**config.mk**
```make
export PLATFORM = sky130hd
export DESIGN_NAME = line_sensor_calibrate_position_unit_flat
export DESIGN_NICKNAME = d
export VERILOG_FILES = /design/src/design/lscp_pkg.sv /design/src/design/lscp_ifs.sv /design/src/design/lscp_div.sv /design/src/design/lscp_datapath.sv /design/src/design/lscp_ctrl.sv /design/src/design/line_sensor_calibrate_position_unit.sv /design/src/flat_wrapper.sv
export VERILOG_INCLUDE_DIRS = /design/src /design/src/design
export SDC_FILE = /design/constraint.sdc
export NUM_CORES = 2
export LEC_CHECK = 0
export CORE_MARGIN = 2
export CORE_UTILIZATION = 35
export CTS_BUF_LIST = sky130_fd_sc_hd__clkbuf_4 sky130_fd_sc_hd__clkbuf_8 sky130_fd_sc_hd__clkbuf_16
export DETAILED_ROUTE_END_ITERATION = 12
export DONT_BUFFER_PORTS = 1
export GPL_ROUTABILITY_DRIVEN = 0
export SETUP_SLACK_MARGIN = 0.3
export SLEW_MARGIN = 20
export SYNTH_ARGS = -nofsm -noshare
export SYNTH_HDL_FRONTEND = slang
export SYNTH_SLANG_ARGS = --single-unit
```
**constraint.sdc**
```tcl
create_clock -name i_clk -period 62.3 [get_ports i_clk]
set_input_delay 6.23 -clock i_clk [delete_from_list [all_inputs] [get_ports i_clk]]
set_output_delay 6.23 -clock i_clk [all_outputs]
set_load 0.01 [all_outputs]
```
**src/design/line_sensor_calibrate_position_unit_macros.svh**
```systemverilog
`ifndef LINE_SENSOR_CALIBRATE_POSITION_UNIT_MACROS_SVH
`define LINE_SENSOR_CALIBRATE_POSITION_UNIT_MACROS_SVH

// Check that a condition holds in the same cycle as its trigger.
`define LSCP_ASSERT_NOW(lbl, clk, rst_n, ante, cons) \
    lbl: assert property (@(posedge clk) disable iff (!rst_n) (ante) |-> (cons)) \
        else $error("lscp same-cycle check failed");

// Check that a condition holds in the cycle after its trigger.
`define LSCP_ASSERT_NEXT(lbl, clk, rst_n, ante, cons) \
    lbl: assert property (@(posedge clk) disable iff (!rst_n) (ante) |=> (cons)) \
        else $error("lscp next-cycle check failed");

`endif

```
**src/design/lscp_pkg.sv**
```systemverilog
package lscp_pkg;

    // Item geometry
    localparam int SENSORS    = 5;
    localparam int ADC_W      = 12;
    localparam int SEL_W      = $clog2(SENSORS);
    localparam int CFG_IDX_W  = 8;

    // Normalized value: 4096 is full scale
    localparam int NORM_SHIFT = 12;
    localparam int NORM_W     = NORM_SHIFT + 1;

    // Weights and position, signed Q1.14
    localparam int W_W        = 16;
    localparam int PROD_W     = NORM_W + 1 + W_W;
    localparam int ACC_W      = 32;

    // Shared divider: 32-bit dividend, 16 quotient bits, 8 bits per cycle
    localparam int NUM_W      = ACC_W;
    localparam int QUO_W      = 16;
    localparam int DEN_W      = $clog2(SENSORS * (2 ** (W_W - 1)) + 1);
    localparam int DIV_STEPS  = 2;
    localparam int DIV_BITS   = QUO_W / DIV_STEPS;
    localparam int DIV_CNT_W  = $clog2(DIV_STEPS);

    typedef logic [ADC_W-1:0]         t_sample;
    typedef logic [NORM_W-1:0]        t_norm;
    typedef logic signed [W_W-1:0]    t_weight;

    localparam t_norm   NORM_ONE    = t_norm'(2 ** NORM_SHIFT);
    localparam t_sample CAL_MAX_RST = t_sample'(1500);
    localparam t_sample CAL_MIN_RST = t_sample'(1000);
    localparam t_weight POS_MAX     = 16'sh7FFF;
    localparam t_weight NEG_MIN     = 16'sh8000;
    localparam logic [QUO_W-1:0] NEG_LIMIT = QUO_W'(2 ** (W_W - 1));

    localparam t_weight WEIGHT_RST [SENSORS] = '{
        -16'sd8192, -16'sd16384, 16'sd0, 16'sd16384, 16'sd8192
    };

    // Item commands
    localparam logic [1:0] CMD_RESET_CAL  = 2'd0;
    localparam logic [1:0] CMD_UPDATE_CAL = 2'd1;
    localparam logic [1:0] CMD_MEASURE    = 2'd2;

    typedef enum logic [3:0] {
        S_IDLE,
        S_CAL,
        S_LOAD,
        S_RUN,
        S_ACC,
        S_SUM,
        S_PREP,
        S_PLOAD,
        S_PRUN,
        S_FIN
    } t_state;

    // Controller to datapath
    typedef struct packed {
        logic             accept;
        logic             cal;
        logic             ld_norm;
        logic             acc;
        logic             prep_pos;
        logic             ld_pos;
        logic             step;
        logic             fin;
        logic [SEL_W-1:0] sel;
    } t_ctrl_cmd;

    // Datapath to controller
    typedef struct packed {
        logic div_last;
        logic out_free;
    } t_ctrl_sts;

endpackage

```
**src/design/lscp_ifs.sv**
```systemverilog
interface lscp_in_if import lscp_pkg::*; ();
    logic       valid;
    logic       ready;
    logic [1:0] cmd;
    t_sample    sample_left;
    t_sample    sample_center_left;
    t_sample    sample_center;
    t_sample    sample_center_right;
    t_sample    sample_right;

    modport source (
        output valid, cmd, sample_left, sample_center_left, sample_center,
               sample_center_right, sample_right,
        input  ready
    );
    modport sink (
        input  valid, cmd, sample_left, sample_center_left, sample_center,
               sample_center_right, sample_right,
        output ready
    );
endinterface

interface lscp_out_if import lscp_pkg::*; ();
    logic    valid;
    logic    ready;
    t_norm   norm_left;
    t_norm   norm_center_left;
    t_norm   norm_center;
    t_norm   norm_center_right;
    t_norm   norm_right;
    t_weight line_position;
    logic    divisor_zero;

    modport source (
        output valid, norm_left, norm_center_left, norm_center, norm_center_right,
               norm_right, line_position, divisor_zero,
        input  ready
    );
    modport sink (
        input  valid, norm_left, norm_center_left, norm_center, norm_center_right,
               norm_right, line_position, divisor_zero,
        output ready
    );
endinterface

interface lscp_cfg_if import lscp_pkg::*; ();
    logic                 valid;
    logic                 ready;
    logic [CFG_IDX_W-1:0] index;
    logic [W_W-1:0]       data;

    modport source (output valid, index, data, input ready);
    modport sink   (input valid, index, data, output ready);
endinterface

```
**src/design/lscp_div.sv**
```systemverilog
module lscp_div import lscp_pkg::*; (
    input  logic             i_clk,
    input  logic             i_rst_n,
    input  logic             i_load,
    input  logic             i_step,
    input  logic [NUM_W-1:0] i_num,
    input  logic [DEN_W-1:0] i_den,
    output logic [QUO_W-1:0] o_quo,
    output logic             o_last
);

    logic [DEN_W-1:0]     r_rem;
    logic [DEN_W-1:0]     n_rem;
    logic [QUO_W-1:0]     r_quo;
    logic [QUO_W-1:0]     n_quo;
    logic [DEN_W-1:0]     r_den;
    logic [DIV_CNT_W-1:0] r_cnt;

    // Restoring division, DIV_BITS quotient bits per step
    always_comb begin
        logic [DEN_W:0]   v_rem;
        logic [QUO_W-1:0] v_quo;
        v_rem = {1'b0, r_rem};
        v_quo = r_quo;
        for (int i = 0; i < DIV_BITS; i++) begin
            v_rem = {v_rem[DEN_W-1:0], v_quo[QUO_W-1]};
            v_quo = {v_quo[QUO_W-2:0], 1'b0};
            if (v_rem >= {1'b0, r_den}) begin
                v_rem    = v_rem - {1'b0, r_den};
                v_quo[0] = 1'b1;
            end
        end
        n_rem = v_rem[DEN_W-1:0];
        n_quo = v_quo;
    end

    // Load dividend high part as the remainder, low part shifts out MSB first
    always_ff @(posedge i_clk) begin
        if (i_load) begin
            r_rem <= {{(DEN_W - (NUM_W - QUO_W)){1'b0}}, i_num[NUM_W-1:QUO_W]};
            r_quo <= i_num[QUO_W-1:0];
            r_den <= i_den;
        end else if (i_step) begin
            r_rem <= n_rem;
            r_quo <= n_quo;
        end
    end

    // Count steps
    always_ff @(posedge i_clk) begin
        if (!i_rst_n) begin
            r_cnt <= '0;
        end else if (i_load) begin
            r_cnt <= '0;
        end else if (i_step) begin
            r_cnt <= r_cnt + 1'b1;
        end
    end

    assign o_quo  = r_quo;
    assign o_last = (r_cnt == DIV_CNT_W'(DIV_STEPS - 1));

endmodule

```
**src/design/lscp_datapath.sv**
```systemverilog
`include "line_sensor_calibrate_position_unit_macros.svh"

module lscp_datapath import lscp_pkg::*; (
    input  logic                 i_clk,
    input  logic                 i_rst_n,
    input  t_ctrl_cmd            i_cmd,
    output t_ctrl_sts            o_sts,
    input  logic [1:0]           i_in_cmd,
    input  t_sample              i_samples [SENSORS],
    input  logic                 i_cfg_wr,
    input  logic [CFG_IDX_W-1:0] i_cfg_index,
    input  logic [W_W-1:0]       i_cfg_data,
    input  logic                 i_out_ready,
    output logic                 o_out_valid,
    output t_norm                o_norm [SENSORS],
    output t_weight              o_line_position,
    output logic                 o_divisor_zero
);

    logic [1:0]        r_in_cmd;
    t_sample           r_samp [SENSORS];
    t_weight           r_weight [SENSORS];
    t_sample           r_cal_max [SENSORS];
    t_sample           r_cal_min [SENSORS];

    t_sample           w_s;
    t_sample           w_lo;
    t_sample           w_hi;
    t_weight           w_w;
    t_sample           w_diff;
    t_sample           w_span;
    logic [NUM_W-1:0]  w_norm_num;
    logic [DEN_W-1:0]  w_norm_den;
    logic              r_le_lo;
    logic              r_full;
    t_norm             w_norm;
    logic signed [PROD_W-1:0] w_prod;
    logic [W_W:0]      w_wmag;

    t_norm             r_norm [SENSORS];
    logic signed [PROD_W-1:0] r_prod;
    logic              r_prod_vld;
    logic signed [ACC_W-1:0]  r_acc;
    logic [DEN_W-1:0]  r_pos;
    logic [DEN_W-1:0]  r_neg;

    logic [ACC_W-1:0]  w_abs;
    logic [NUM_W-1:0]  r_pnum;
    logic [DEN_W-1:0]  r_pden;
    logic              r_neg_side;
    logic              r_dz;
    logic              r_ovf;

    logic              w_div_load;
    logic [NUM_W-1:0]  w_div_num;
    logic [DEN_W-1:0]  w_div_den;
    logic [QUO_W-1:0]  w_quo;
    logic              w_div_last;
    t_weight           w_position;

    logic              r_out_valid;
    t_norm             r_out_norm [SENSORS];
    t_weight           r_out_pos;
    logic              r_out_dz;

    // Capture the item on transfer
    always_ff @(posedge i_clk) begin
        if (i_cmd.accept) begin
            r_in_cmd <= i_in_cmd;
            r_samp   <= i_samples;
        end
    end

    // Weight registers
    always_ff @(posedge i_clk) begin
        if (!i_rst_n) begin
            r_weight <= WEIGHT_RST;
        end else if (i_cfg_wr && (i_cfg_index < CFG_IDX_W'(SENSORS))) begin
            r_weight[i_cfg_index[SEL_W-1:0]] <= i_cfg_data;
        end
    end

    // Calibration limits: reset or widen, all sensors at once
    always_ff @(posedge i_clk) begin
        if (!i_rst_n) begin
            for (int i = 0; i < SENSORS; i++) begin
                r_cal_max[i] <= CAL_MAX_RST;
                r_cal_min[i] <= CAL_MIN_RST;
            end
        end else if (i_cmd.cal) begin
            for (int i = 0; i < SENSORS; i++) begin
                case (r_in_cmd)
                    CMD_RESET_CAL: begin
                        r_cal_max[i] <= CAL_MAX_RST;
                        r_cal_min[i] <= CAL_MIN_RST;
                    end
                    CMD_UPDATE_CAL: begin
                        if (r_samp[i] > r_cal_max[i]) r_cal_max[i] <= r_samp[i];
                        if (r_samp[i] < r_cal_min[i]) r_cal_min[i] <= r_samp[i];
                    end
                    default: begin
                    end
                endcase
            end
        end
    end

    // Per-sensor operands
    assign w_s        = r_samp[i_cmd.sel];
    assign w_lo       = r_cal_min[i_cmd.sel];
    assign w_hi       = r_cal_max[i_cmd.sel];
    assign w_w        = r_weight[i_cmd.sel];
    assign w_diff     = w_s - w_lo;
    assign w_span     = w_hi - w_lo;
    assign w_norm_num = {{(NUM_W - ADC_W - NORM_SHIFT){1'b0}}, w_diff, {NORM_SHIFT{1'b0}}};
    assign w_norm_den = {{(DEN_W - ADC_W){1'b0}}, w_span};

    // Classify the sample against its limits; use the quotient only inside the range
    always_ff @(posedge i_clk) begin
        if (i_cmd.ld_norm) begin
            r_le_lo <= (w_s <= w_lo);
            r_full  <= (w_hi <= w_lo) || (w_s >= w_hi);
        end
    end

    assign w_norm = r_le_lo ? '0 : (r_full ? NORM_ONE : w_quo[NORM_W-1:0]);
    assign w_prod = $signed({1'b0, w_norm}) * w_w;
    assign w_wmag = (W_W + 1)'(0) - {w_w[W_W-1], w_w};

    // Store the norm, form its product, split weights by sign
    always_ff @(posedge i_clk) begin
        if (i_cmd.cal) begin
            r_pos <= '0;
            r_neg <= '0;
        end else if (i_cmd.acc) begin
            r_norm[i_cmd.sel] <= w_norm;
            r_prod            <= w_prod;
            if (w_w > 0) begin
                r_pos <= r_pos + {{(DEN_W - W_W){1'b0}}, w_w};
            end else begin
                r_neg <= r_neg + {{(DEN_W - W_W - 1){1'b0}}, w_wmag};
            end
        end
    end

    // Add each product in the cycle after it is formed
    always_ff @(posedge i_clk) begin
        if (i_cmd.cal) begin
            r_acc <= '0;
        end else if (r_prod_vld) begin
            r_acc <= r_acc + ACC_W'(r_prod);
        end
    end

    always_ff @(posedge i_clk) begin
        if (!i_rst_n) begin
            r_prod_vld <= 1'b0;
        end else begin
            r_prod_vld <= i_cmd.acc;
        end
    end

    // Position operands: magnitude of 4*sum over the chosen weight sum
    assign w_abs = r_acc[ACC_W-1] ? ACC_W'(-r_acc) : ACC_W'(r_acc);

    always_ff @(posedge i_clk) begin
        if (i_cmd.prep_pos) begin
            r_pnum     <= {w_abs[ACC_W-3:0], 2'b00};
            r_neg_side <= !(r_acc > 0);
            r_pden     <= (r_acc > 0) ? r_pos : r_neg;
            r_dz       <= (r_acc > 0) ? (r_pos == '0) : (r_neg == '0);
        end
        if (i_cmd.ld_pos) begin
            r_ovf <= ({{(DEN_W - (NUM_W - QUO_W)){1'b0}}, r_pnum[NUM_W-1:QUO_W]} >= r_pden);
        end
    end

    // Shared divider
    assign w_div_load = i_cmd.ld_norm | i_cmd.ld_pos;
    assign w_div_num  = i_cmd.ld_pos ? r_pnum : w_norm_num;
    assign w_div_den  = i_cmd.ld_pos ? r_pden : w_norm_den;

    lscp_div u_div (
        .i_clk  (i_clk),
        .i_rst_n(i_rst_n),
        .i_load (w_div_load),
        .i_step (i_cmd.step),
        .i_num  (w_div_num),
        .i_den  (w_div_den),
        .o_quo  (w_quo),
        .o_last (w_div_last)
    );

    // Force zero on a zero divisor, else apply sign and saturate the quotient
    always_comb begin
        if (r_dz) begin
            w_position = '0;
        end else if (!r_neg_side) begin
            w_position = (r_ovf || w_quo[QUO_W-1]) ? POS_MAX : $signed(w_quo);
        end else begin
            w_position = (r_ovf || (w_quo > NEG_LIMIT)) ? NEG_MIN : $signed(QUO_W'(-w_quo));
        end
    end

    // Output register
    always_ff @(posedge i_clk) begin
        if (!i_rst_n) begin
            r_out_valid <= 1'b0;
        end else if (i_cmd.fin) begin
            r_out_valid <= 1'b1;
        end else if (i_out_ready) begin
            r_out_valid <= 1'b0;
        end
    end

    always_ff @(posedge i_clk) begin
        if (i_cmd.fin) begin
            r_out_norm <= r_norm;
            r_out_pos  <= w_position;
            r_out_dz   <= r_dz;
        end
    end

    assign o_sts.div_last  = w_div_last;
    assign o_sts.out_free  = !r_out_valid || i_out_ready;
    assign o_out_valid     = r_out_valid;
    assign o_norm          = r_out_norm;
    assign o_line_position = r_out_pos;
    assign o_divisor_zero  = r_out_dz;

    `LSCP_ASSERT_NOW(a_norm_range, i_clk, i_rst_n, i_cmd.acc, w_norm <= NORM_ONE)
    `LSCP_ASSERT_NEXT(a_prod_once, i_clk, i_rst_n, r_prod_vld, !r_prod_vld)
    `LSCP_ASSERT_NOW(a_dz_zero, i_clk, i_rst_n, r_out_valid && r_out_dz, r_out_pos == '0)

endmodule

```
**src/design/lscp_ctrl.sv**
```systemverilog
`include "line_sensor_calibrate_position_unit_macros.svh"

module lscp_ctrl import lscp_pkg::*; (
    input  logic      i_clk,
    input  logic      i_rst_n,
    input  logic      i_in_valid,
    output logic      o_in_ready,
    output t_ctrl_cmd o_cmd,
    input  t_ctrl_sts i_sts
);

    t_state           r_state;
    t_state           n_state;
    logic [SEL_W-1:0] r_sel;
    logic [SEL_W-1:0] n_sel;

    // State and sensor counter
    always_ff @(posedge i_clk) begin
        if (!i_rst_n) begin
            r_state <= S_IDLE;
            r_sel   <= '0;
        end else begin
            r_state <= n_state;
            r_sel   <= n_sel;
        end
    end

    // Sequence: calibrate, five normalizations, then the position division
    always_comb begin
        n_state    = r_state;
        n_sel      = r_sel;
        o_cmd      = '0;
        o_cmd.sel  = r_sel;
        o_in_ready = 1'b0;
        case (r_state)
            S_IDLE: begin
                o_in_ready = 1'b1;
                if (i_in_valid) begin
                    o_cmd.accept = 1'b1;
                    n_state      = S_CAL;
                end
            end
            S_CAL: begin
                o_cmd.cal = 1'b1;
                n_sel     = '0;
                n_state   = S_LOAD;
            end
            S_LOAD: begin
                o_cmd.ld_norm = 1'b1;
                n_state       = S_RUN;
            end
            S_RUN: begin
                o_cmd.step = 1'b1;
                if (i_sts.div_last) n_state = S_ACC;
            end
            S_ACC: begin
                o_cmd.acc = 1'b1;
                if (r_sel == SEL_W'(SENSORS - 1)) begin
                    n_sel   = '0;
                    n_state = S_SUM;
                end else begin
                    n_sel   = r_sel + 1'b1;
                    n_state = S_LOAD;
                end
            end
            S_SUM: begin
                n_state = S_PREP;
            end
            S_PREP: begin
                o_cmd.prep_pos = 1'b1;
                n_state        = S_PLOAD;
            end
            S_PLOAD: begin
                o_cmd.ld_pos = 1'b1;
                n_state      = S_PRUN;
            end
            S_PRUN: begin
                o_cmd.step = 1'b1;
                if (i_sts.div_last) n_state = S_FIN;
            end
            S_FIN: begin
                if (i_sts.out_free) begin
                    o_cmd.fin = 1'b1;
                    n_state   = S_IDLE;
                end
            end
            default: begin
                n_state = S_IDLE;
            end
        endcase
    end

    `LSCP_ASSERT_NEXT(a_accept_cal, i_clk, i_rst_n, o_cmd.accept, r_state == S_CAL)
    `LSCP_ASSERT_NOW(a_sel_range, i_clk, i_rst_n, 1'b1, r_sel <= SEL_W'(SENSORS - 1))
    `LSCP_ASSERT_NEXT(a_last_sensor, i_clk, i_rst_n, (r_state == S_ACC) && (r_sel == SEL_W'(SENSORS - 1)), r_state == S_SUM)

endmodule

```
**src/design/line_sensor_calibrate_position_unit.sv**
```systemverilog
// The shared 8-bit-per-cycle divider runs six divisions per item: one
// normalization per sensor, then the position. A new item is accepted only
// after the last one has been written to the output register.
// A finished result waits in the output register while the next item runs.
// Reset (synchronous, active low) restores the weights to their defaults and
// the calibration limits to 1500 / 1000, and empties the output register.
module line_sensor_calibrate_position_unit import lscp_pkg::*; (
    input  logic       i_clk,
    input  logic       i_rst_n,
    lscp_in_if.sink    i_in,
    lscp_out_if.source o_out,
    lscp_cfg_if.sink   i_cfg
);

    t_ctrl_cmd w_cmd;
    t_ctrl_sts w_sts;
    logic      w_in_ready;
    t_sample   w_samples [SENSORS];
    t_norm     w_norm [SENSORS];

    assign w_samples[0] = i_in.sample_left;
    assign w_samples[1] = i_in.sample_center_left;
    assign w_samples[2] = i_in.sample_center;
    assign w_samples[3] = i_in.sample_center_right;
    assign w_samples[4] = i_in.sample_right;

    assign i_in.ready  = w_in_ready;
    assign i_cfg.ready = 1'b1;

    lscp_ctrl u_ctrl (
        .i_clk     (i_clk),
        .i_rst_n   (i_rst_n),
        .i_in_valid(i_in.valid),
        .o_in_ready(w_in_ready),
        .o_cmd     (w_cmd),
        .i_sts     (w_sts)
    );

    lscp_datapath u_dp (
        .i_clk          (i_clk),
        .i_rst_n        (i_rst_n),
        .i_cmd          (w_cmd),
        .o_sts          (w_sts),
        .i_in_cmd       (i_in.cmd),
        .i_samples      (w_samples),
        .i_cfg_wr       (i_cfg.valid),
        .i_cfg_index    (i_cfg.index),
        .i_cfg_data     (i_cfg.data),
        .i_out_ready    (o_out.ready),
        .o_out_valid    (o_out.valid),
        .o_norm         (w_norm),
        .o_line_position(o_out.line_position),
        .o_divisor_zero (o_out.divisor_zero)
    );

    assign o_out.norm_left         = w_norm[0];
    assign o_out.norm_center_left  = w_norm[1];
    assign o_out.norm_center       = w_norm[2];
    assign o_out.norm_center_right = w_norm[3];
    assign o_out.norm_right        = w_norm[4];

endmodule
```
**src/flat_wrapper.sv**
```systemverilog
// flat-port wrapper written by rule: the top's interface ports become plain ports
module line_sensor_calibrate_position_unit_flat import lscp_pkg::*;
  (i_clk, i_rst_n, i_in_valid, i_in_cmd, i_in_sample_left, i_in_sample_center_left, i_in_sample_center, i_in_sample_center_right, i_in_sample_right, i_in_ready, o_out_valid, o_out_norm_left, o_out_norm_center_left, o_out_norm_center, o_out_norm_center_right, o_out_norm_right, o_out_line_position, o_out_divisor_zero, o_out_ready, i_cfg_valid, i_cfg_index, i_cfg_data, i_cfg_ready);
  lscp_in_if i_in_i ();
  lscp_out_if o_out_i ();
  lscp_cfg_if i_cfg_i ();
  input  logic i_clk;
  input  logic i_rst_n;
  input wire logic [$bits(i_in_i.valid)-1:0] i_in_valid;
  input wire logic [$bits(i_in_i.cmd)-1:0] i_in_cmd;
  input wire logic [$bits(i_in_i.sample_left)-1:0] i_in_sample_left;
  input wire logic [$bits(i_in_i.sample_center_left)-1:0] i_in_sample_center_left;
  input wire logic [$bits(i_in_i.sample_center)-1:0] i_in_sample_center;
  input wire logic [$bits(i_in_i.sample_center_right)-1:0] i_in_sample_center_right;
  input wire logic [$bits(i_in_i.sample_right)-1:0] i_in_sample_right;
  output wire logic [$bits(i_in_i.ready)-1:0] i_in_ready;
  output wire logic [$bits(o_out_i.valid)-1:0] o_out_valid;
  output wire logic [$bits(o_out_i.norm_left)-1:0] o_out_norm_left;
  output wire logic [$bits(o_out_i.norm_center_left)-1:0] o_out_norm_center_left;
  output wire logic [$bits(o_out_i.norm_center)-1:0] o_out_norm_center;
  output wire logic [$bits(o_out_i.norm_center_right)-1:0] o_out_norm_center_right;
  output wire logic [$bits(o_out_i.norm_right)-1:0] o_out_norm_right;
  output wire logic [$bits(o_out_i.line_position)-1:0] o_out_line_position;
  output wire logic [$bits(o_out_i.divisor_zero)-1:0] o_out_divisor_zero;
  input wire logic [$bits(o_out_i.ready)-1:0] o_out_ready;
  input wire logic [$bits(i_cfg_i.valid)-1:0] i_cfg_valid;
  input wire logic [$bits(i_cfg_i.index)-1:0] i_cfg_index;
  input wire logic [$bits(i_cfg_i.data)-1:0] i_cfg_data;
  output wire logic [$bits(i_cfg_i.ready)-1:0] i_cfg_ready;
  assign i_in_i.valid = i_in_valid;
  assign i_in_i.cmd = i_in_cmd;
  assign i_in_i.sample_left = i_in_sample_left;
  assign i_in_i.sample_center_left = i_in_sample_center_left;
  assign i_in_i.sample_center = i_in_sample_center;
  assign i_in_i.sample_center_right = i_in_sample_center_right;
  assign i_in_i.sample_right = i_in_sample_right;
  assign i_in_ready = i_in_i.ready;
  assign o_out_valid = o_out_i.valid;
  assign o_out_norm_left = o_out_i.norm_left;
  assign o_out_norm_center_left = o_out_i.norm_center_left;
  assign o_out_norm_center = o_out_i.norm_center;
  assign o_out_norm_center_right = o_out_i.norm_center_right;
  assign o_out_norm_right = o_out_i.norm_right;
  assign o_out_line_position = o_out_i.line_position;
  assign o_out_divisor_zero = o_out_i.divisor_zero;
  assign o_out_i.ready = o_out_ready;
  assign i_cfg_i.valid = i_cfg_valid;
  assign i_cfg_i.index = i_cfg_index;
  assign i_cfg_i.data = i_cfg_data;
  assign i_cfg_ready = i_cfg_i.ready;
  line_sensor_calibrate_position_unit u_core (.i_clk(i_clk), .i_rst_n(i_rst_n), .i_in(i_in_i), .o_out(o_out_i), .i_cfg(i_cfg_i));
endmodule
```
Word-level counts from Yosys, hierarchy flattened
Memories as Yosys holds them, arrays and structs flattened. A register that Yosys moved wholly into a read port is not among the register bits.
Index checks and enable logic that the tools add are counted.
{"block": "word_totals", "mem_count": 2, "ramBits": 120, "wordCells": 300, "register_bits": 502}
{"block": "classes", "mul": 1, "magnitude_cmp": 30, "n_mux": 142, "addsub": 18, "eq_ne": 15, "n_bitwise": 26, "n_reduce_logical": 22}
{"memory": "u_core.u_dp.r_cal_max", "words": 5, "width": 12, "read_ports": 6, "rd_ports_with_merged_regs": 1, "write_ports": 5, "line": "lscp_datapath.sv:23", "text": "t_sample r_cal_max [SENSORS];"}
{"memory": "u_core.u_dp.r_cal_min", "words": 5, "width": 12, "read_ports": 6, "rd_ports_with_merged_regs": 1, "write_ports": 5, "line": "lscp_datapath.sv:24", "text": "t_sample r_cal_min [SENSORS];"}
{"operator": "2-to-1 mux 12 bit", "count": 23}
{"operator": "2-to-1 mux 18 bit", "count": 9}
{"operator": "2-to-1 mux 16 bit", "count": 10}
{"operator": "greater-or-equal comparator 19 x 18 -> 1 bit", "count": 8}
{"operator": "subtractor 18 bit", "count": 8}
{"operator": "bitwise mux 80 bit", "count": 1}
{"operator": "2-to-1 mux 1 bit", "count": 77}
{"operator": "bitwise mux 65 bit", "count": 1}
{"operator": "greater-than comparator 12 bit", "count": 5}
{"operator": "< comparator 12 bit", "count": 5}
{"operator": "binary-select mux 16 bit (select 3 bit)", "count": 1}
{"operator": "demux 16 bit (select 3 bit)", "count": 1}
{"operator": "one-hot mux 4 bit (10 select lines)", "count": 1}
{"operator": "demux 13 bit (select 3 bit)", "count": 1}
{"operator": "2-to-1 mux 13 bit", "count": 3}
{"operator": "binary-select mux 12 bit (select 3 bit)", "count": 1}
{"operator": "zero test 18 bit", "count": 2}
{"operator": "adder 32 x 30 -> 32 bit", "count": 1}
{"operator": "greater-than comparator 32 x 1 -> 1 bit (second input constant)", "count": 1}
{"operator": "2-to-1 mux 32 bit", "count": 1}
{"operator": "multiplier 14 x 16 -> 30 bit", "count": 1}
{"operator": "2-to-1 mux 30 bit", "count": 1}
{"operator": "negator 30 bit", "count": 1}
{"operator": "<= comparator 12 bit", "count": 2}
{"operator": "other kinds (36)", "count": 89}

Depth between registers and ports, before layout
{"block": "logic_depth", "word_depth": 18, "depth_mapped": 108, "mapped_depth_nobuf": 95}

By module
From an unflattened synthesis, not the netlist that was laid out.
{"block": "hier_totals", "hier_cells": 5064, "area_unflattened_um2": 49625.1}
{"mod": "lscp_datapath", "instances": 1, "cells_per_inst": 3626, "area_per_inst_um2": 37890.1, "seq_area_each_um2": 15374.7}
{"mod": "lscp_div", "instances": 1, "cells_per_inst": 1369, "area_per_inst_um2": 11183.2, "seq_area_each_um2": 1561.5}
{"mod": "lscp_ctrl", "instances": 1, "cells_per_inst": 67, "area_per_inst_um2": 540.5, "seq_area_each_um2": 140.1}
{"mod": "line_sensor_calibrate_position_unit", "instances": 1, "cells_per_inst": 2, "area_per_inst_um2": 11.3, "seq_area_each_um2": 0.0}

Least setup slack after synthesis
No wires, ideal clock.
{"block": "synth_path", "path_type": "reg-to-reg", "start": "reg u_core.u_dp.u_div.r_den[1]", "end": "reg u_core.u_dp.u_div.r_rem[14] (data pin)", "setup_time_ps": 261, "arrival_time_ps": 20576, "setup_slack_ps": 41463, "stages_incl_launch_ff": 100, "cell_sequence": "edfxtp_1 > inv_1 > ha_1 > nor2b_1 > o31ai_2 > a211oi_2 > nor4b_2 > o21ai_2 > clkbuf_1 > mux2_2 > ha_1 > o21ai_0 > a211oi_1 > a21oi_1 > a21bo_2 > o2111ai_1 > buf_4 > buf_6 > [64 not listed] > buf_6 > a21oi_1 > ha_1 > nor2b_1 > o21ai_0 > a21boi_0 > o21ai_0 > a21boi_0 > o21ai_0 > a21o_1 > a31oi_1 > a41oi_1 > a31oi_1 > a31o_2 > a211oi_2 > buf_2 > nor3_1 > a221o_1"}
{"block": "synth_via", "elab_chain_len": 18}
{"element": "start, declared", "line": "lscp_div.sv:16", "text": "logic [DEN_W-1:0] r_den;"}
{"element": "start signal, assigned", "line": "lscp_div.sv:42", "text": "r_den <= i_den;"}
{"element": "subtractor 18 bit or greater-or-equal comparator 19 x 18 -> 1 bit (tied branches)", "line": "lscp_div.sv:29, lscp_div.sv:28"}
{"element": "2-to-1 mux 18 bit", "line": "lscp_div.sv:28", "text": "if (v_rem >= {1'b0, r_den}) begin"}
{"element": "subtractor 18 bit or greater-or-equal comparator 19 x 18 -> 1 bit (tied branches)", "line": "lscp_div.sv:29, lscp_div.sv:28"}
{"element": "2-to-1 mux 18 bit", "line": "lscp_div.sv:28"}
{"element": "subtractor 18 bit or greater-or-equal comparator 19 x 18 -> 1 bit (tied branches)", "line": "lscp_div.sv:29, lscp_div.sv:28"}
{"element": "2-to-1 mux 18 bit", "line": "lscp_div.sv:28"}
{"element": "subtractor 18 bit or greater-or-equal comparator 19 x 18 -> 1 bit (tied branches)", "line": "lscp_div.sv:29, lscp_div.sv:28"}
{"element": "2-to-1 mux 18 bit", "line": "lscp_div.sv:28"}
{"element": "[2 not listed]"}
{"element": "subtractor 18 bit or greater-or-equal comparator 19 x 18 -> 1 bit (tied branches)", "line": "lscp_div.sv:29, lscp_div.sv:28"}
{"element": "2-to-1 mux 18 bit", "line": "lscp_div.sv:28"}
{"element": "subtractor 18 bit or greater-or-equal comparator 19 x 18 -> 1 bit (tied branches)", "line": "lscp_div.sv:29, lscp_div.sv:28"}
{"element": "2-to-1 mux 18 bit", "line": "lscp_div.sv:28"}
{"element": "subtractor 18 bit or greater-or-equal comparator 19 x 18 -> 1 bit (tied branches)", "line": "lscp_div.sv:29, lscp_div.sv:28"}
{"element": "2-to-1 mux 18 bit *", "line": "lscp_div.sv:28"}
{"element": "2-to-1 mux 16 bit *", "line": "lscp_div.sv:43", "text": "end else if (i_step) begin"}
{"element": "2-to-1 mux 16 bit *", "line": "lscp_div.sv:39", "text": "if (i_load) begin"}
{"element": "end signal, assigned", "line": "lscp_div.sv:40", "text": "r_rem <= {{(DEN_W - (NUM_W - QUO_W)){1'b0}}, i_num[NUM_W-1:QUO_W]};"}
{"element": "end signal, assigned", "line": "lscp_div.sv:44", "text": "r_rem <= n_rem;"}
{"element": "end, declared", "line": "lscp_div.sv:12", "text": "logic [DEN_W-1:0] r_rem;"}
Every way passes the cells marked *; elsewhere a longest branch is shown, timed or not. The select of a mux whose other input is x is not followed.
A chain may end at the register's enable or synchronous reset.

Worst setup path after layout
{"block": "layout_path", "start": "reg u_core.u_dp.u_div.r_den[1]", "end": "reg u_core.u_dp.u_div.r_rem[10] (data pin)"}
The elaborated chain is that of the path after synthesis.

==> results.toml <==
[place]
post_dp_cell_area_um2 = 50600
dp_slack_ns = 37.52
port_buffers = 0
hpwl_um = 108000

[die]
ios = 176
die_area_um2 = 142000
core_area_um2 = 137000
rows = 136
start_util = 0.353
die_x_um = 376
chipHeight_um = 376

[sta]
worst_slew_pin_slew_ns = 1.10
skew_ns = 0.0307
max_freq_mhz = 39.2
setup_viol = 0
worst_slack_ns = 36.81
slew_headroom = 0.257
tns_ns = 0
slew_violations = 0
period_minus_slack_ns = 25.49
rsz0062_at_grt = "no"
hold_violations = 0
period_share = 0.409

[logic_synthesis]
synth_edf_count = 462
syn-cell-area_um2 = 48500
synth.avg_cell_area_um2 = 9.82
synth_flop_cell = "edfxtp_1"
ys_top_cells_by_count = "502 x inv_1, 462 x edfxtp_1, 454 x ha_1"
synth_area_leader_cell = "edfxtp_1"
synth_most_common_cell = "inv_1"
synth.distinct_cells = 102
netlist_instances = 4942
async_flop_share = 0
syn_nets = 5702
ys_seq_area_frac = 0.353
ys_warn_count = 0
yosysTopAreaCellShare = 0.286
synth-seq-cells = 625
yosys-top-cells-area = "edfxtp_1 29%, ha_1 12%, fa_1 8.9%"

[clock_tree]
ctsResizeCount = 0
path_clk_slew_ns = 0.06
clock_path_buffers = 3
clock-sinks = 625
cts_made_buffers = 72
cts_max_level = 3
ctsRootBufferMaster = "clkbuf_16"
cts_tree = "yes"
postCtsHoldBufs = 0
insertion_delay_ns = 0.67
post-cts-setup-buffers = 0

[setup_path]
critPathKind = "reg2reg"
cp-start-kind = "register"
critPathRequiredTime_ns = 62.83
endpoint_kind = "register"
cp_max_fo = 21
crit_top_cell = "o21ai_0"
cp_slowest_cell = "o2111a_1"
cp.arrival_ns = 26.01
max_stage_delay_ns = 0.71

[outcome]
outcome = "finished, final reports clean"

[cells_and_area]
fin_area_um2 = 53100
fin_nets = 5672
layout-drive-gt1-share = 0.0762
synthToLayoutAreaGrowth_pct = 9.40

[global_routing]
grt_max_degree = 93
antenna_found_initial = 12
grt_pass1_wl_um = 214000
grt_overflow = 0
grt_use_total = 0.195
first_global_vias = 35266

[worst_hold_path]
hold_class = "reg2reg"

[detailed_routing]
drt_iter0_drc = 3185
drcViolationCount = 0
drtPass1Iterations = 6
vias = 36646
routed_via_density = 5.41
ant_nets = 0
wire_per_inst_um = 20.7
finalWirelength_um = 140000

[flow_run]
maxCapViolations = 0
[kinds of logic (layout without fill, tap and decap cells)]
kind of cell	after synthesis	count (layout)	synth area share
fa+ha+maj	669	669	0.206
flops	625	625	0.353
compound gates	1006	1006	0.138
mux	230	230	0.0592
simple gates	1497	1497	0.148
buf+inv	683	712	0.0544
xor+xnor	231	231	0.0417
other cells	1	8	0.0000773
[critical path, delay by kind of cell, from the launching register on]
family,cells,cell delay (ns)
flip-flops,1,0.65
adder cells (fa/ha/maj),8,2.44
buffers and inverters,6,1.19
multiplexers,3,1.26
AO/OA/AOI/OAI,53,14.97
AND/OR/NAND/NOR,18,4.78
[area by class of cell]
class,instances,area [um^2]
fillers,13418,84400
inverters,518,1950
multi-input cells,3634,28800
clock inverters,44,455
clock buffers,89,2010
diodes,7,17.5
flip-flops and latches,625,17100
repair buffers,61,458
well taps,1794,2240
[per-layer routing]
metal | global-route usage | vias to the layer above | wire (um)
met5 | 0 | - | 69
met4 | 0.0670 | 10 | 4900
met3 | 0.0353 | 220 | 9290
met2 | 0.316 | 1077 | 64500
met1 | 0.262 | 17993 | 61400
li1 | - | 17346 | -
[stage by stage]
step / std cells / hold WS (ns) / util
2_1_floorplan: 4942 / 0.400 / -
3_3_place_gp: 6632 / 0.401 / 0.368
3_5_place_dp: 6632 / 0.405 / 0.368
4_1_cts: 6765 / 0.389 / 0.386
5_1_grt: 6767 / 0.398 / 0.386
6_report: 6772 / 0.394 / 0.386
[cell usage in the layout (no fill, tap or decap), types with 35 or more instances in the layout]
| cell type | instances |
|---|---|
| a211oi_1 | 50 |
| a21boi_0 | 69 |
| a21o_1 | 116 |
| a21oi_1 | 255 |
| and2_1 | 61 |
| buf_4 | 61 |
| clkbuf_16 | 74 |
| dfxtp_1 | 160 |
| edfxtp_1 | 462 |
| fa_1 | 215 |
| ha_1 | 454 |
| inv_1 | 502 |
| mux2_2 | 66 |
| mux2i_1 | 123 |
| mux4_2 | 38 |
| nand2_1 | 440 |
| nand2b_1 | 135 |
| nand3_1 | 64 |
| nand4_1 | 49 |
| nor2_1 | 408 |
| nor2b_1 | 93 |
| nor3_1 | 64 |
| o21a_1 | 49 |
| o21ai_0 | 193 |
| o31ai_1 | 35 |
| or3_1 | 39 |
| xnor2_1 | 181 |
| xor2_1 | 50 |
[path summary, 6_finish.rpt]
kind	start	to	slack [ns]	cells past startpoint
worst max-delay path	u_core.u_dp.u_div.r_den[1]	u_core.u_dp.u_div.r_rem[10]	36.81	88
worst min-delay path	u_core.u_dp.r_norm[47]	u_core.u_dp.o_norm[47]	0.39	0
worst max register to register	u_core.u_dp.u_div.r_den[1]	u_core.u_dp.u_div.r_rem[10]	36.81	88
worst min register to register	u_core.u_dp.r_norm[47]	u_core.u_dp.o_norm[47]	0.39	0
[registers in the layout (all words and copies together) (netlist names), 2 cells and up, named ones only]
name	cells
u_core.u_dp.r_prod	30
u_core.u_dp.r_acc	32
u_core.u_dp.r_weight	80
u_core.u_dp.r_pnum	30
u_core.u_dp.r_pos	18
u_core.u_ctrl.r_sel	3
u_core.u_dp.r_cal_max	60
u_core.u_dp.r_in_cmd	2
u_core.u_dp.u_div.o_quo	16
u_core.u_dp.u_div.r_rem	18
u_core.u_ctrl.r_state	4
u_core.u_dp.r_samp	60
u_core.u_dp.r_cal_min	60
u_core.u_dp.u_div.r_den	18
u_core.u_dp.r_norm	65
u_core.u_dp.o_line_position	16
u_core.u_dp.r_pden	18
u_core.u_dp.o_norm	65
u_core.u_dp.r_neg	18
Power is not shown: default switching activity piles up to over one toggle a cycle in this logic, so the estimate is an artifact.
